## src/rtl/core/chunk_overlong_truncation_walker_unit_assert.svh

```systemverilog
// Assertion macros for the chunk walker; clocked on clk_i, off during reset.
`ifndef CHUNK_OVERLONG_TRUNCATION_WALKER_UNIT_ASSERT_SVH
`define CHUNK_OVERLONG_TRUNCATION_WALKER_UNIT_ASSERT_SVH

// Same-cycle implication.
`define COTW_ASSERT_NOW(lbl, ante, cons, msg) \
  lbl: assert property (@(posedge clk_i) disable iff (!rst_ni) (ante) |-> (cons)) \
    else $error(msg);

// Next-cycle implication.
`define COTW_ASSERT_NEXT(lbl, ante, cons, msg) \
  lbl: assert property (@(posedge clk_i) disable iff (!rst_ni) (ante) |=> (cons)) \
    else $error(msg);

`endif

```

## src/rtl/core/cotw_pkg.sv

```systemverilog
// Types and constants shared by the chunk walker modules.
package cotw_pkg;

  localparam int unsigned HeaderBytes = 8;
  localparam int unsigned TagBytes    = 4;
  localparam int unsigned HdrCntW     = $clog2(HeaderBytes);

  typedef struct packed {
    logic [7:0] data_byte;
    logic       last_byte;
  } in_item_t;

  typedef struct packed {
    logic [31:0] kept_length;
    logic        was_cut;
  } out_item_t;

  typedef struct packed {
    logic      valid;
    out_item_t item;
  } cotw_res_t;

endpackage

```

## src/rtl/core/cotw_in_stage.sv

```systemverilog
// Input register stage: holds one accepted byte until the walker takes it.
module cotw_in_stage import cotw_pkg::*; (
  input  logic     clk_i,
  input  logic     rst_ni,
  input  logic     in_valid_i,
  output logic     in_ready_o,
  input  in_item_t in_data_i,
  input  logic     advance_i,
  output logic     held_valid_o,
  output in_item_t held_item_o
);

  logic     valid_q, valid_d;
  in_item_t item_q;
  logic     take;

  assign in_ready_o = !valid_q || advance_i;
  assign take       = in_valid_i && in_ready_o;
  assign valid_d    = take || (valid_q && !advance_i);

  always_ff @(posedge clk_i or negedge rst_ni) begin
    if (!rst_ni) begin
      valid_q <= 1'b0;
    end else begin
      valid_q <= valid_d;
    end
  end

  always_ff @(posedge clk_i) begin
    if (take) begin
      item_q <= in_data_i;
    end
  end

  assign held_valid_o = valid_q;
  assign held_item_o  = item_q;

endmodule

```

## src/rtl/core/cotw_walker.sv

```systemverilog
// Walker state: byte position, header gather, body skip and cut tracking.
module cotw_walker import cotw_pkg::*; (
  input  logic        clk_i,
  input  logic        rst_ni,
  input  logic        cfg_we_i,
  input  logic [31:0] cfg_wdata_i,
  input  logic        step_i,
  input  in_item_t    item_i,
  output cotw_res_t   res_o
);

  logic [31:0]        total_q;
  logic [31:0]        pos_q, pos_d;
  logic [HdrCntW-1:0] hbs_q, hbs_d;
  logic [31:0]        sg_q, sg_d;
  logic [30:0]        skip_q, skip_d;
  logic               cut_q, cut_d;
  logic [31:0]        cutp_q, cutp_d;

  logic [31:0] sg_next;
  logic [1:0]  lane;
  logic        start_ok;
  logic [32:0] after;
  logic [32:0] remaining;

  assign lane     = 2'(hbs_q - HdrCntW'(TagBytes));
  assign start_ok = ({1'b0, pos_q} + 33'(HeaderBytes)) <= {1'b0, total_q};
  assign after    = {1'b0, pos_q} + 33'd1;
  assign remaining = (after <= {1'b0, total_q}) ? ({1'b0, total_q} - after) : 33'd0;

  always_comb begin
    sg_next = (hbs_q == '0) ? 32'd0 : sg_q;
    if (hbs_q >= HdrCntW'(TagBytes)) begin
      sg_next = sg_next | ({24'd0, item_i.data_byte} << {lane, 3'b000});
    end
  end

  always_comb begin
    pos_d  = pos_q + 32'd1;
    hbs_d  = hbs_q;
    sg_d   = sg_q;
    skip_d = skip_q;
    cut_d  = cut_q;
    cutp_d = cutp_q;
    if (!cut_q) begin
      if (skip_q != '0) begin
        skip_d = skip_q - 31'd1;
      end else if (hbs_q != '0 || start_ok) begin
        sg_d = sg_next;
        if (hbs_q == HdrCntW'(HeaderBytes - 1)) begin
          hbs_d = '0;
          // negative size means header only
          if (!sg_next[31]) begin
            if ({1'b0, sg_next} > remaining) begin
              cut_d  = 1'b1;
              cutp_d = pos_q - 32'(HeaderBytes - 1);
            end else begin
              skip_d = sg_next[30:0];
            end
          end
        end else begin
          hbs_d = hbs_q + HdrCntW'(1);
        end
      end
    end

    res_o.valid            = step_i && item_i.last_byte;
    res_o.item.kept_length = cut_d ? cutp_d : total_q;
    res_o.item.was_cut     = cut_d;

    // end of file: start the next file from scratch
    if (item_i.last_byte) begin
      pos_d  = '0;
      hbs_d  = '0;
      sg_d   = '0;
      skip_d = '0;
      cut_d  = 1'b0;
      cutp_d = '0;
    end
  end

  always_ff @(posedge clk_i or negedge rst_ni) begin
    if (!rst_ni) begin
      total_q <= '0;
      pos_q   <= '0;
      hbs_q   <= '0;
      sg_q    <= '0;
      skip_q  <= '0;
      cut_q   <= 1'b0;
      cutp_q  <= '0;
    end else begin
      if (cfg_we_i) begin
        total_q <= cfg_wdata_i;
      end
      if (step_i) begin
        pos_q  <= pos_d;
        hbs_q  <= hbs_d;
        sg_q   <= sg_d;
        skip_q <= skip_d;
        cut_q  <= cut_d;
        cutp_q <= cutp_d;
      end
    end
  end

endmodule

```

## src/rtl/core/cotw_out_stage.sv

```systemverilog
// Result register: holds one result until the receiver takes it.
module cotw_out_stage import cotw_pkg::*; (
  input  logic      clk_i,
  input  logic      rst_ni,
  input  cotw_res_t res_i,
  output logic      can_take_o,
  output logic      out_valid_o,
  input  logic      out_ready_i,
  output out_item_t out_data_o
);

  logic      valid_q, valid_d;
  out_item_t item_q;

  assign can_take_o = !valid_q || out_ready_i;
  assign valid_d    = res_i.valid || (valid_q && !out_ready_i);

  always_ff @(posedge clk_i or negedge rst_ni) begin
    if (!rst_ni) begin
      valid_q <= 1'b0;
    end else begin
      valid_q <= valid_d;
    end
  end

  always_ff @(posedge clk_i) begin
    if (res_i.valid) begin
      item_q <= res_i.item;
    end
  end

  assign out_valid_o = valid_q;
  assign out_data_o  = item_q;

endmodule

```

## src/rtl/core/chunk_overlong_truncation_walker_unit.sv

```systemverilog
// Chunk stream walker: one byte per transfer in, one length/cut result per file out.
//
// Input channel (in_valid_i/in_ready_o/in_data_i) carries one file byte per
// transfer plus a last-byte mark. Each section opens with an 8-byte header
// (4 tag bytes, 4-byte little-endian signed size); an overlong size cuts the
// file at that header. The output channel (out_valid_o/out_ready_i/out_data_o)
// carries one result per file, on its last byte: kept length and cut flag.
// cfg_we_i/cfg_wdata_i load the file's total length; write it while idle.
// A taken byte is held in the input register and walked combinationally out of
// it; a last byte's result is then registered in the output register and driven
// from there. The walker updates its counters once per walked byte.
// Throughput: one byte per cycle while no last byte waits on a full result slot.
// When the receiver stalls, the held result stays put, non-last bytes keep
// flowing, and a further last byte waits in the input register until the
// result register frees up.
// Reset clears the walk state, the total length and both valid flags.
`include "chunk_overlong_truncation_walker_unit_assert.svh"

module chunk_overlong_truncation_walker_unit import cotw_pkg::*; (
  input  logic        clk_i,
  input  logic        rst_ni,
  input  logic        cfg_we_i,
  input  logic [31:0] cfg_wdata_i,
  input  logic        in_valid_i,
  output logic        in_ready_o,
  input  in_item_t    in_data_i,
  output logic        out_valid_o,
  input  logic        out_ready_i,
  output out_item_t   out_data_o
);

  logic      held_valid;
  in_item_t  held_item;
  logic      can_take;
  logic      advance;
  cotw_res_t res;

  // a last byte needs a free result slot; others always move on
  assign advance = held_valid && (!held_item.last_byte || can_take);

  cotw_in_stage u_in_stage (
    .clk_i        (clk_i),
    .rst_ni       (rst_ni),
    .in_valid_i   (in_valid_i),
    .in_ready_o   (in_ready_o),
    .in_data_i    (in_data_i),
    .advance_i    (advance),
    .held_valid_o (held_valid),
    .held_item_o  (held_item)
  );

  cotw_walker u_walker (
    .clk_i       (clk_i),
    .rst_ni      (rst_ni),
    .cfg_we_i    (cfg_we_i),
    .cfg_wdata_i (cfg_wdata_i),
    .step_i      (advance),
    .item_i      (held_item),
    .res_o       (res)
  );

  cotw_out_stage u_out_stage (
    .clk_i       (clk_i),
    .rst_ni      (rst_ni),
    .res_i       (res),
    .can_take_o  (can_take),
    .out_valid_o (out_valid_o),
    .out_ready_i (out_ready_i),
    .out_data_o  (out_data_o)
  );

  `COTW_ASSERT_NEXT(a_last_gives_result, advance && held_item.last_byte, out_valid_o,
                    "last byte walked but no result registered")
  `COTW_ASSERT_NOW(a_no_overwrite, out_valid_o && !out_ready_i && held_item.last_byte,
                   !advance, "pending result would be overwritten")
  `COTW_ASSERT_NOW(a_empty_is_ready, !held_valid, in_ready_o,
                   "empty input register refuses a transfer")

endmodule
```

## config.mk

```make
export PLATFORM = sky130hd
export DESIGN_NAME = chunk_overlong_truncation_walker_unit
export DESIGN_NICKNAME = d
export VERILOG_FILES = /design/src/rtl/core/cotw_pkg.sv /design/src/rtl/core/cotw_in_stage.sv /design/src/rtl/core/cotw_walker.sv /design/src/rtl/core/cotw_out_stage.sv /design/src/rtl/core/chunk_overlong_truncation_walker_unit.sv
export VERILOG_INCLUDE_DIRS = /design/src /design/src/rtl/core
export SDC_FILE = /design/constraint.sdc
export NUM_CORES = 1
export LEC_CHECK = 0
export BUFFER_PORTS_ARGS = -buffer_cell sky130_fd_sc_hd__clkbuf_2
export CAP_MARGIN = 20
export CELL_PAD_IN_SITES_DETAIL_PLACEMENT = 0
export CELL_PAD_IN_SITES_GLOBAL_PLACEMENT = 1
export CORE_ASPECT_RATIO = 1.25
export CORE_MARGIN = 5
export CORE_UTILIZATION = 44
export CTS_BUF_LIST = sky130_fd_sc_hd__clkbuf_2 sky130_fd_sc_hd__clkbuf_4 sky130_fd_sc_hd__clkbuf_8
export DETAILED_ROUTE_END_ITERATION = 8
export PLACE_DENSITY = 0.87
export SKIP_CTS_REPAIR_TIMING = 1
export SLEW_MARGIN = 20
export SYNTH_ARGS = -nofsm -noshare
export SYNTH_HDL_FRONTEND = slang
export SYNTH_SLANG_ARGS = --single-unit
```

## constraint.sdc

```tcl
create_clock -name clk_i -period 6.8 [get_ports clk_i]
set_input_delay 1.02 -clock clk_i [delete_from_list [all_inputs] [get_ports clk_i]]
set_output_delay 1.02 -clock clk_i [all_outputs]
set_load 0.005 [all_outputs]
```

# Word level (Yosys, flattened, before mapping)
# Cells that the tools add are included.
# word_totals
out_inout_bits,35
reg_bits,207
elab_cells,91
inputBits,46
# classes
addsub,8
shift,1
bitwise,1
eq_ne,5
muxes,35
n_lt_le_gt_ge,4
reduce_logical,24
# op_table
op,count
32-bit 2-to-1 mux,15
31-bit 2-to-1 mux,7
33-bit by 32-bit less-or-equal comparator with 1-bit output,2
"32-bit by 1-bit adder with 33-bit output, second input constant",1
"32-bit by 4-bit adder with 33-bit output, second input constant",1
32-bit by 33-bit greater-than comparator with 1-bit output,1
33-bit 2-to-1 mux,1
32-bit by 33-bit subtractor with 33-bit output,1
"32-bit by 1-bit adder with 32-bit output, second input constant",1
32-bit OR,1
8-bit by 5-bit << shifter with 32-bit output,1
"32-bit by 3-bit subtractor with 32-bit output, second input constant",1
31-bit nonzero test,1
"31-bit by 1-bit subtractor with 31-bit output, second input constant",1
3-bit 2-to-1 mux,5
3-bit nonzero test,3
1-bit 2-to-1 mux,7
1-bit logical OR,6
6-bit AND reduction,1
1-bit logical AND,5
1-bit logical NOT,5
"2-bit != test, second input constant",2
4-bit AND reduction,1
"3-bit by 1-bit adder with 3-bit output, second input constant",1
7 further kinds,7

# Longest topological paths before layout
# Gate-level depths: netlist of run 1.
# logic_depth
word_depth,12
mapped_depth,29

# By module
# From an unflattened synthesis of run 1, not the netlist that was laid out.
# hier_totals
hier_cells,1696
hier_area_um2,14791.7
# by_module_without_submodules
module,area_per_inst_um2,seq_area_each_um2,cells_each,instances
cotw_walker,13417.9,4078.9,1645,1
cotw_out_stage,1038.5,1016.0,36,1
cotw_in_stage,324.1,295.3,13,1
chunk_overlong_truncation_walker_unit,11.3,0.0,2,1

# Worst setup path before layout of run 1
# No wires, ideal clock.
# synth_timing
kind,register to register
from,reg u_walker.pos_q[6]
to,reg u_out_stage.item_q (netlist bit u_out_stage.out_data_o[3]) (data pin)
arrival_time_ps,6128
path_stages_with_launch,28
setup_slack_ps,413
setup_time_ps,260
synth_period_minus_slack_ps,6387
path_buffers,2
cell_sequence,dfrtp_1 clkbuf_1 and3_1 nand3_1 nor3_1 nand4_1 nor2_1 and4_1 nand2_1 xor2_1 ha_1 inv_1 nor3_1 nand2_1 nor3_1 a211oi_1 a21oi_1 clkbuf_1 nand2_1 ha_1 a21o_1 a21o_1 a221o_1 o21ai_0 a31oi_1 a41oi_1 inv_1 mux2_2
# synth_rtl
item,line_no,source
"start, declared",cotw_walker.sv:13,"logic [31:0] pos_q, pos_d;"
"start signal, assigned",cotw_walker.sv:96,pos_q <= pos_d;
"end signal, assigned",cotw_out_stage.sv:28,item_q <= res_i.item;
"end, declared",cotw_out_stage.sv:13,out_item_t item_q;

# Final worst setup path of run 1
# layout_timing
from,reg u_walker.pos_q[4]
to,reg u_walker.cutp_q[26]
# layout_between
elab_chain_len,11
word_cells_on_any_way,16
classes_between,add/sub (4); order compare (3); mux (8); reduce/logical (1)
# layout_rtl
item,line_no,source
32-bit by 1-bit adder with 33-bit output,cotw_walker.sv:28,"assign after = {1'b0, pos_q} + 33'd1;"
32-bit by 33-bit subtractor with 33-bit output / 33-bit by 32-bit less-or-equal comparator with 1-bit output (equally long branches),cotw_walker.sv:29,"assign remaining = (after <= {1'b0, total_q}) ? ({1'b0, total_q} - after) : 33'd0;"
33-bit 2-to-1 mux,cotw_walker.sv:29,
32-bit by 33-bit greater-than comparator with 1-bit output,cotw_walker.sv:54,"if ({1'b0, sg_next} > remaining) begin"
32-bit 2-to-1 mux,cotw_walker.sv:54,
32-bit 2-to-1 mux,cotw_walker.sv:53,if (!sg_next[31]) begin
32-bit 2-to-1 mux,cotw_walker.sv:50,if (hbs_q == HdrCntW'(HeaderBytes - 1)) begin
32-bit 2-to-1 mux (*),cotw_walker.sv:48,end else if (hbs_q != '0 || start_ok) begin
32-bit 2-to-1 mux (*),cotw_walker.sv:46,if (skip_q != '0) begin
32-bit 2-to-1 mux (*),cotw_walker.sv:45,if (!cut_q) begin
32-bit 2-to-1 mux (*),cotw_walker.sv:72,if (item_i.last_byte) begin
"end signal, assigned",cotw_walker.sv:101,cutp_q <= cutp_d;
"end, declared",cotw_walker.sv:18,"logic [31:0] cutp_q, cutp_d;"
# Mark *: on every way between the ends. The rest lies on a longest branch, timed or not.
# A chain may end at the register's enable or synchronous reset.

==> metrics.md, run 1 <==
| Metric | Value |
|---|---|
| Pin count of the biggest net entering global routing | 101 |
| Cell at the root of the clock tree | sky130_fd_sc_hd__clkbuf_8 |
| Gate count after technology mapping | 1655 |
| Global Route Usage Sum | 24.6% |
| Highest Signal Layer | met4 |
| Final routed wirelength across all metal layers | 45400 µm |
| Height of the die | 212 µm |
| Most common cell after layout, fill and taps aside | sky130_fd_sc_hd__nand2_1 |
| Highest-count cells in the layout ignoring fill and taps | 200 x sky130_fd_sc_hd__nand2_1, 159 x sky130_fd_sc_hd__dfrtp_1, 151 x sky130_fd_sc_hd__o21ai_0, 97 x sky130_fd_sc_hd__ha_1, 95 x sky130_fd_sc_hd__nor2_1 |
| Final critical-path required period | 6.57 ns |
| Die Area | 0.0365 mm² |
| Count of different cell masters after synthesis | 72 |
| Pwr/cell area | 257 mW/mm² |
| Vias in the first global route | 13159 |
| Area growth syn-to-layout | 14.6% |
| Overall power | 4.24 mW |
| Final setup violation count | 0 |
| Final-report hold violation count | 0 |
| Drt first pass iters | 5 |
| Crit Path Max Fanout | 30 |
| Net count of the mapped netlist | 1806 |
| Peak supply drop | 214 µV |
| Worst Path Class, Setup | flop to flop |
| H-tree depth | 2 |
| Clock skew after layout | 0.0366 ns |
| Detailed-routing wirelength on met1 | 18800 µm |
| Wire length of the first global-routing pass | 71800 µm |
| Core footprint | 0.0325 mm² |
| CTS tree | done |
| Outcome | finished, final reports clean |
| Data arrival time at the worst-slack endpoint | 7.01 ns |
| Initial detailed-routing violation count | 1280 |
| Initial Util | 44.4% |
| Num Clock Sinks | 207 |
| Hold Path Class | primary input to async pin |
| Post-Synthesis Mean Instance Area | 8.72 µm² |
| Async set-reset flop share out of synthesis | 79.7% |
| Final slew viol count | 0 |
| Cell Count Post-Placement | 2107 |
| Register bit count reported by yosys | 207 |
| Number of antenna violations at the first check in global routing | 0 |
| Post-route clock period utilization | 96.6% |
| Cell Rows | 74 |
| Area of placed instances | 0.0155 mm² |
| Clock insertion delay at the later pin of the skew report | 0.57 ns |
| Congestion Overflow GR | 0 |
| Max clock buf depth | 3 |
| Core utilization of the finished layout | 50.9% |
| Share of layout cells above drive strength 1 | 15.1% |
| Number of enable-type register cells in the synthesized netlist | 42 |
| Post-route setup slack | 0.231 ns |
| Routed length on met2 | 22400 µm |
| Setup tns final | 0 ns |
| Seq/Total Area, Yosys | 37.4% |
| Post-Place Worst Slack | -0.369 ns |
| Required time of the critical path | 7.24 ns |
| Setup crit end kind | flop |
| Share of Yosys cell area claimed by the top area cell type | 28.6% |
| Post-Synthesis Cell Area | 0.0144 mm² |
| Overall die width | 172 µm |
| Final ANT Viol Nets | 0 |
| Element type at the critical path start | flop |
| Remaining max-slew budget at the tightest pin | 26.4% |
| Post-layout instance area | 0.0165 mm² |
| RSZ-0062 raised after global routing | true |
| Number of warnings printed during yosys synthesis | 0 |
| CTS clock-pin slew for the worst setup and hold paths | 0.07 ns |
| DRC Markers | 0 |
| TritonCTS Buffers | 38 |
| Total leakage power | 7.62 nW |
| Met3 routed wirelength | 2350 µm |
| Leading register cell type out of synthesis | sky130_fd_sc_hd__dfrtp_1 |
| Final antenna diode count | 0 |
| Maximum clock rate | 152 MHz |
| # Max-Cap Violations | 0 |
| Number of vias in the routed layout | 13149 |
| Main area contributors after synthesis | sky130_fd_sc_hd__dfrtp_1 29%, sky130_fd_sc_hd__ha_1 9.0%, sky130_fd_sc_hd__edfxtp_1 8.7%, sky130_fd_sc_hd__o21ai_0 5.3%, sky130_fd_sc_hd__nand2_1 5.3% |
| HPWL after detailed placement | 33400 µm |
| Non-Filler Instances | 2190 |
| Number of ports placed on the die boundary | 81 |
| Net count reported at finish | 1896 |
| Worst hold margin | 0.359 ns |
| Buffers added on ports | 80 |
| Transition time at the pin with the least slew margin | 1.10 ns |
| Final weighted congestion in routability-driven placement | 0.930 |
| Average detailed-routed wire length per instance | 20.7 µm |
| Vias per inst | 6.00 |
| Largest area contributor in the netlist | sky130_fd_sc_hd__dfrtp_1 |
## worst max-delay path, stage by stage (launching register included)
cell and delay [ns]:
sky130_fd_sc_hd__dfrtp_1 0.44, sky130_fd_sc_hd__and2_2 0.28, sky130_fd_sc_hd__nand2_4 0.14, sky130_fd_sc_hd__nor3_2 0.29, sky130_fd_sc_hd__nand3_1 0.26, sky130_fd_sc_hd__nor4_2 0.40
sky130_fd_sc_hd__xnor2_1 0.21, sky130_fd_sc_hd__ha_2 0.45, sky130_fd_sc_hd__nand2_1 0.11, sky130_fd_sc_hd__nor3_1 0.21, sky130_fd_sc_hd__nand2_1 0.14, sky130_fd_sc_hd__nor3_2 0.23
sky130_fd_sc_hd__a211oi_1 0.15, sky130_fd_sc_hd__a21oi_2 0.30, sky130_fd_sc_hd__buf_12 0.21, sky130_fd_sc_hd__nand3b_1 0.11, sky130_fd_sc_hd__ha_1 0.32, sky130_fd_sc_hd__nand4_1 0.14
sky130_fd_sc_hd__nor3_1 0.17, sky130_fd_sc_hd__nor2_1 0.08, sky130_fd_sc_hd__a21oi_2 0.20, sky130_fd_sc_hd__o21ai_0 0.15, sky130_fd_sc_hd__a31oi_2 0.36, sky130_fd_sc_hd__nand4_1 0.27
sky130_fd_sc_hd__a21o_1 0.28, sky130_fd_sc_hd__buf_4 0.22, sky130_fd_sc_hd__a22o_1 0.27
## report_power, final
group          internal [mW]  switching, mW
sequential              1.39          0.145
combinational          0.529          0.932
clock                  0.678          0.567
total                   2.60           1.64
## layer usage
layer,track usage (%),vias to the layer above
li1,-,6206
met1,31.4,6383
met2,42.0,444
met3,3.55,116
met4,9.92,0
met5,0,-
## sequential cells by signal, indices dropped and copies added, names as in the netlist
| signal | count |
|---|---|
| u_in_stage.held_item_o | 9 |
| u_walker.total_q | 32 |
| u_walker.hbs_q | 3 |
| u_walker.sg_q | 32 |
| u_walker.skip_q | 31 |
| u_walker.cutp_q | 32 |
| u_out_stage.out_data_o | 33 |
| u_in_stage.held_valid_o | 1 |
| u_out_stage.out_valid_o | 1 |
| u_walker.pos_q | 32 |
| u_walker.cut_q | 1 |
## cells by family (layout without fill, tap and decap cells)
logic type	after synthesis	after routing	synth area share, %
muxes	36	36	2.52
and+or+nand+nor	524	524	17.1
DFF	207	207	37.4
AOI/OAI and AO/OA	498	498	22.7
adders and majority gates	105	105	9.16
buffers and inverters	185	302	5.06
xor gates and xnor gates	100	100	6.07
## cell usage after synthesis, types with 10 or more instances
master                      count
sky130_fd_sc_hd__xnor2_1       61
sky130_fd_sc_hd__nand3_1       48
sky130_fd_sc_hd__a211oi_1      10
sky130_fd_sc_hd__ha_1         104
sky130_fd_sc_hd__a32o_1        13
sky130_fd_sc_hd__o21ai_0      153
sky130_fd_sc_hd__xor2_1        39
sky130_fd_sc_hd__o31ai_1       14
sky130_fd_sc_hd__mux2i_1       33
sky130_fd_sc_hd__clkbuf_1      78
sky130_fd_sc_hd__nor4_1        17
sky130_fd_sc_hd__o211ai_1      10
sky130_fd_sc_hd__nand2_1      202
sky130_fd_sc_hd__nand4_1       28
sky130_fd_sc_hd__buf_2         10
sky130_fd_sc_hd__a21o_1        24
sky130_fd_sc_hd__a31oi_1       14
sky130_fd_sc_hd__inv_1         84
sky130_fd_sc_hd__edfxtp_1      42
sky130_fd_sc_hd__a22o_1        46
sky130_fd_sc_hd__dfrtp_1      165
sky130_fd_sc_hd__nor2_1       100
sky130_fd_sc_hd__nor3_1        50
sky130_fd_sc_hd__o2bb2ai_1     42
sky130_fd_sc_hd__a22oi_1       22
sky130_fd_sc_hd__a21oi_1       91
sky130_fd_sc_hd__and2_1        11
sky130_fd_sc_hd__nand2b_1      16
## path summary, 6_finish.rpt
check / slack (ns) / cells after the start / start / end
max: 0.23 / 26 / u_walker.pos_q[4] / u_walker.cutp_q[26]
min: 0.36 / 1 / rst_ni / u_walker.skip_q[0]
max reg2reg: 0.23 / 26 / u_walker.pos_q[4] / u_walker.cutp_q[26]
min reg2reg: 0.49 / 1 / u_walker.sg_q[14] / u_walker.sg_q[14]
max in group asynchronous: 5.13 / 2 / rst_ni / u_walker.pos_q[18]
min in group clk_i: 0.49 / 1 / u_walker.sg_q[14] / u_walker.sg_q[14]
## layout make-up
cell class | instances | area (µm²)
Inverter | 85 | 319
Timing Repair Buffer | 150 | 1040
Sequential cell | 207 | 5400
Clock inverter | 10 | 68.8
Multi-Input combinational cell | 1263 | 8460
Tap cell | 418 | 523
Fill cell | 3085 | 16000
Clock buffer | 57 | 716
No activity file was read; power rests on OpenSTA's default activity.
==> run 2: changes to the inputs <==
--- a/config.mk
+++ b/config.mk
@@ -12,10 +12,9 @@
 export CELL_PAD_IN_SITES_GLOBAL_PLACEMENT = 1
 export CORE_ASPECT_RATIO = 1.25
 export CORE_MARGIN = 5
-export CORE_UTILIZATION = 44
-export CTS_BUF_LIST = sky130_fd_sc_hd__clkbuf_2 sky130_fd_sc_hd__clkbuf_4 sky130_fd_sc_hd__clkbuf_8
+export CORE_UTILIZATION = 43
 export DETAILED_ROUTE_END_ITERATION = 8
-export PLACE_DENSITY = 0.87
+export PLACE_DENSITY = 0.86
 export SKIP_CTS_REPAIR_TIMING = 1
 export SLEW_MARGIN = 20
 export SYNTH_ARGS = -nofsm -noshare
==> metrics.md, run 2 (synthesized netlist as in run 1, its figures left out) <==
| Metric | Value |
|---|---|
| Initial detailed-routing violation count | 1191 |
| Outcome | finished, final reports clean |
| Slowest cell delay on critical path | 0.42 ns |
| Pin count of the biggest net entering global routing | 105 |
| DRC Markers | 0 |
| Top cell by count, worst path | sky130_fd_sc_hd__nand4_1 |
| Setup crit end kind | flop |
| Crit Reg-Reg Endpoint | u_out_stage.out_data_o[30] |
| Slowest cell on the critical path | sky130_fd_sc_hd__ha_2 |
| Core footprint | 0.0334 mm² |
| Final setup violation count | 0 |
| Max clock buf depth | 3 |
| Final ANT Viol Nets | 0 |
| CTS clock-pin slew for the worst setup and hold paths | 0.06 ns |
| CTS tree | done |
| Area growth syn-to-layout | 15.4% |
| Post-route clock period utilization | 94.8% |
| Final slew viol count | 0 |
| Cell at the root of the clock tree | sky130_fd_sc_hd__clkbuf_16 |
| Kind of cell adding the most delay to the critical path | simple AND/OR/NAND/NOR gates |
| Most common cell after layout, fill and taps aside | sky130_fd_sc_hd__nand2_1 |
| Cell Count Post-Placement | 2121 |
| Final critical-path required period | 6.45 ns |
| Final weighted congestion in routability-driven placement | 0.942 |
| TritonCTS Buffers | 25 |
| Wire length of the first global-routing pass | 70900 µm |
| Final routed wirelength across all metal layers | 44700 µm |
| Final antenna diode count | 0 |
| Fill cells | 3111 |
| Flip-flop count of the largest register, all copies and words added | 33 |
| Overall die width | 174 µm |
| Highest-count cells in the layout ignoring fill and taps | 199 x sky130_fd_sc_hd__nand2_1, 160 x sky130_fd_sc_hd__dfrtp_1, 149 x sky130_fd_sc_hd__o21ai_0, 100 x sky130_fd_sc_hd__ha_1, 97 x sky130_fd_sc_hd__nor2_1 |
| Internal reg-to-reg setup slack | 0.35 ns |
| Clock skew after layout | 0.0253 ns |
| Height of the die | 215 µm |
| Worst reg2reg startpoint | u_walker.pos_q[5] |
| Maximum clock rate | 155 MHz |
| Net count reported at finish | 1888 |
| R2r worst-path depth | 27 |
| Peak supply drop | 195 µV |
| # Max-Cap Violations | 0 |
| Number of ports placed on the die boundary | 81 |
| Element type at the critical path start | flop |
| Initial Util | 43.2% |
| Number of antenna violations at the first check in global routing | 0 |
| Total leakage power | 7.68 nW |
| Vias in the first global route | 13011 |
| Num Clock Sinks | 207 |
| Crit Path Max Fanout | 27 |
| Setup tns final | 0 ns |
| Average detailed-routed wire length per instance | 20.5 µm |
| Share of layout cells above drive strength 1 | 13.8% |
| Global Route Usage Sum | 23.2% |
| Worst hold margin | 0.486 ns |
| Overall power | 4.46 mW |
| Required time of the critical path | 7.08 ns |
| Startpoint of the lowest-slack hold path | u_walker.sg_q[1] |
| Clock insertion delay at the later pin of the skew report | 0.56 ns |
| Congestion Overflow GR | 0 |
| HPWL after detailed placement | 33200 µm |
| Remaining max-slew budget at the tightest pin | 38.5% |
| Non-Filler Instances | 2179 |
| Transition time at the pin with the least slew margin | 0.922 ns |
| Drt first pass iters | 6 |
| Buffers added on ports | 80 |
| Worst path buffer plus inverter count | 3 |
| Final-report hold violation count | 0 |
| Worst Path Class, Setup | flop to flop |
| WHS Path Cells | 1 |
| Data arrival time at the worst-slack endpoint | 6.73 ns |
| Die Area | 0.0373 mm² |
| Hold Path Class | flop to flop |
| H-tree depth | 1 |
| Core utilization of the finished layout | 49.8% |
| Pwr/cell area | 268 mW/mm² |
| Vias per inst | 6.01 |
| Number of vias in the routed layout | 13085 |
| Cell Rows | 75 |
| End point of the worst hold path | u_walker.sg_q[1] |
==> run 2: worst max-delay path by stage <==
stage                                   from                    endpoint  slack (ns)  cells after the start
final                      u_walker.pos_q[5]  u_out_stage.out_data_o[30]        0.35                     27
after global routing      u_walker.pos_q[14]  u_out_stage.out_data_o[30]      -0.001                     30
after CTS                  u_walker.pos_q[3]  u_out_stage.out_data_o[30]       -0.40                     27
after detailed placement   u_walker.pos_q[3]  u_out_stage.out_data_o[30]       -0.34                     27
after global placement     u_walker.pos_q[3]  u_out_stage.out_data_o[24]       -0.21                     27
after floorplan            u_walker.pos_q[6]   u_out_stage.out_data_o[3]        0.41                     27
==> run 2: power by group <==
| group | switching [mW] | internal, mW | total [mW] | leakage, nW |
|---|---|---|---|---|
| Sequential | 0.142 | 1.39 | 1.53 | 2.62 |
| Combinational | 0.919 | 0.537 | 1.46 | 4.62 |
| Clock | 0.570 | 0.899 | 1.47 | 0.439 |
| Total | 1.63 | 2.83 | 4.46 | 7.68 |
==> run 2: worst register-to-register path, stage by stage (launching register included) <==
cell and delay (ns):
sky130_fd_sc_hd__dfrtp_1 0.35, sky130_fd_sc_hd__and3_1 0.29, sky130_fd_sc_hd__nand2_2 0.20, sky130_fd_sc_hd__nor3_4 0.27, sky130_fd_sc_hd__nand4_1 0.25, sky130_fd_sc_hd__nor3_2 0.27, sky130_fd_sc_hd__xnor2_1 0.11, sky130_fd_sc_hd__ha_2 0.42
sky130_fd_sc_hd__and4_1 0.23, sky130_fd_sc_hd__and2_1 0.20, sky130_fd_sc_hd__nand4_1 0.16, sky130_fd_sc_hd__a211oi_4 0.32, sky130_fd_sc_hd__o2111ai_1 0.19, sky130_fd_sc_hd__a21oi_2 0.29, sky130_fd_sc_hd__buf_12 0.20, sky130_fd_sc_hd__nand2_1 0.09
sky130_fd_sc_hd__ha_1 0.30, sky130_fd_sc_hd__nand4_1 0.16, sky130_fd_sc_hd__nor3_1 0.21, sky130_fd_sc_hd__nor2_1 0.06, sky130_fd_sc_hd__a21oi_1 0.21, sky130_fd_sc_hd__o21ai_0 0.15, sky130_fd_sc_hd__a31oi_2 0.30, sky130_fd_sc_hd__nand4_1 0.22
sky130_fd_sc_hd__buf_12 0.22, sky130_fd_sc_hd__buf_12 0.16, sky130_fd_sc_hd__mux2i_1 0.23, sky130_fd_sc_hd__o21ai_0 0.12
==> run 2: cell type report <==
class	count	area, µm²	share of cell area (%)
Clock buffer	35	723	4.34
Inverter	85	319	1.92
Tap cell	423	529	3.18
Timing Repair Buffer	155	1060	6.37
Sequential cell	207	5400	32.4
Multi-Input combinational cell	1263	8440	50.7
Clock inverter	11	179	1.07
==> run 2: per-layer routing <==
layer | routed length [µm] | track usage, % | vias up
met5 | 0 | 0 | -
met1 | 18300 | 29.0 | 6343
met2 | 22300 | 40.8 | 434
li1 | - | - | 6192
met4 | 1910 | 9.29 | 0
met3 | 2160 | 3.11 | 116
==> run 2: per-stage QoR <==
| step | cell area (µm²) | setup WS [ns] |
|---|---|---|
| floorplan | 14400 | 0.413 |
| detailed placement | 15500 | -0.338 |
| global placement | 15500 | -0.209 |
| CTS | 16400 | -0.402 |
| global route | 16600 | -0.00135 |
| finish | 16600 | 0.350 |
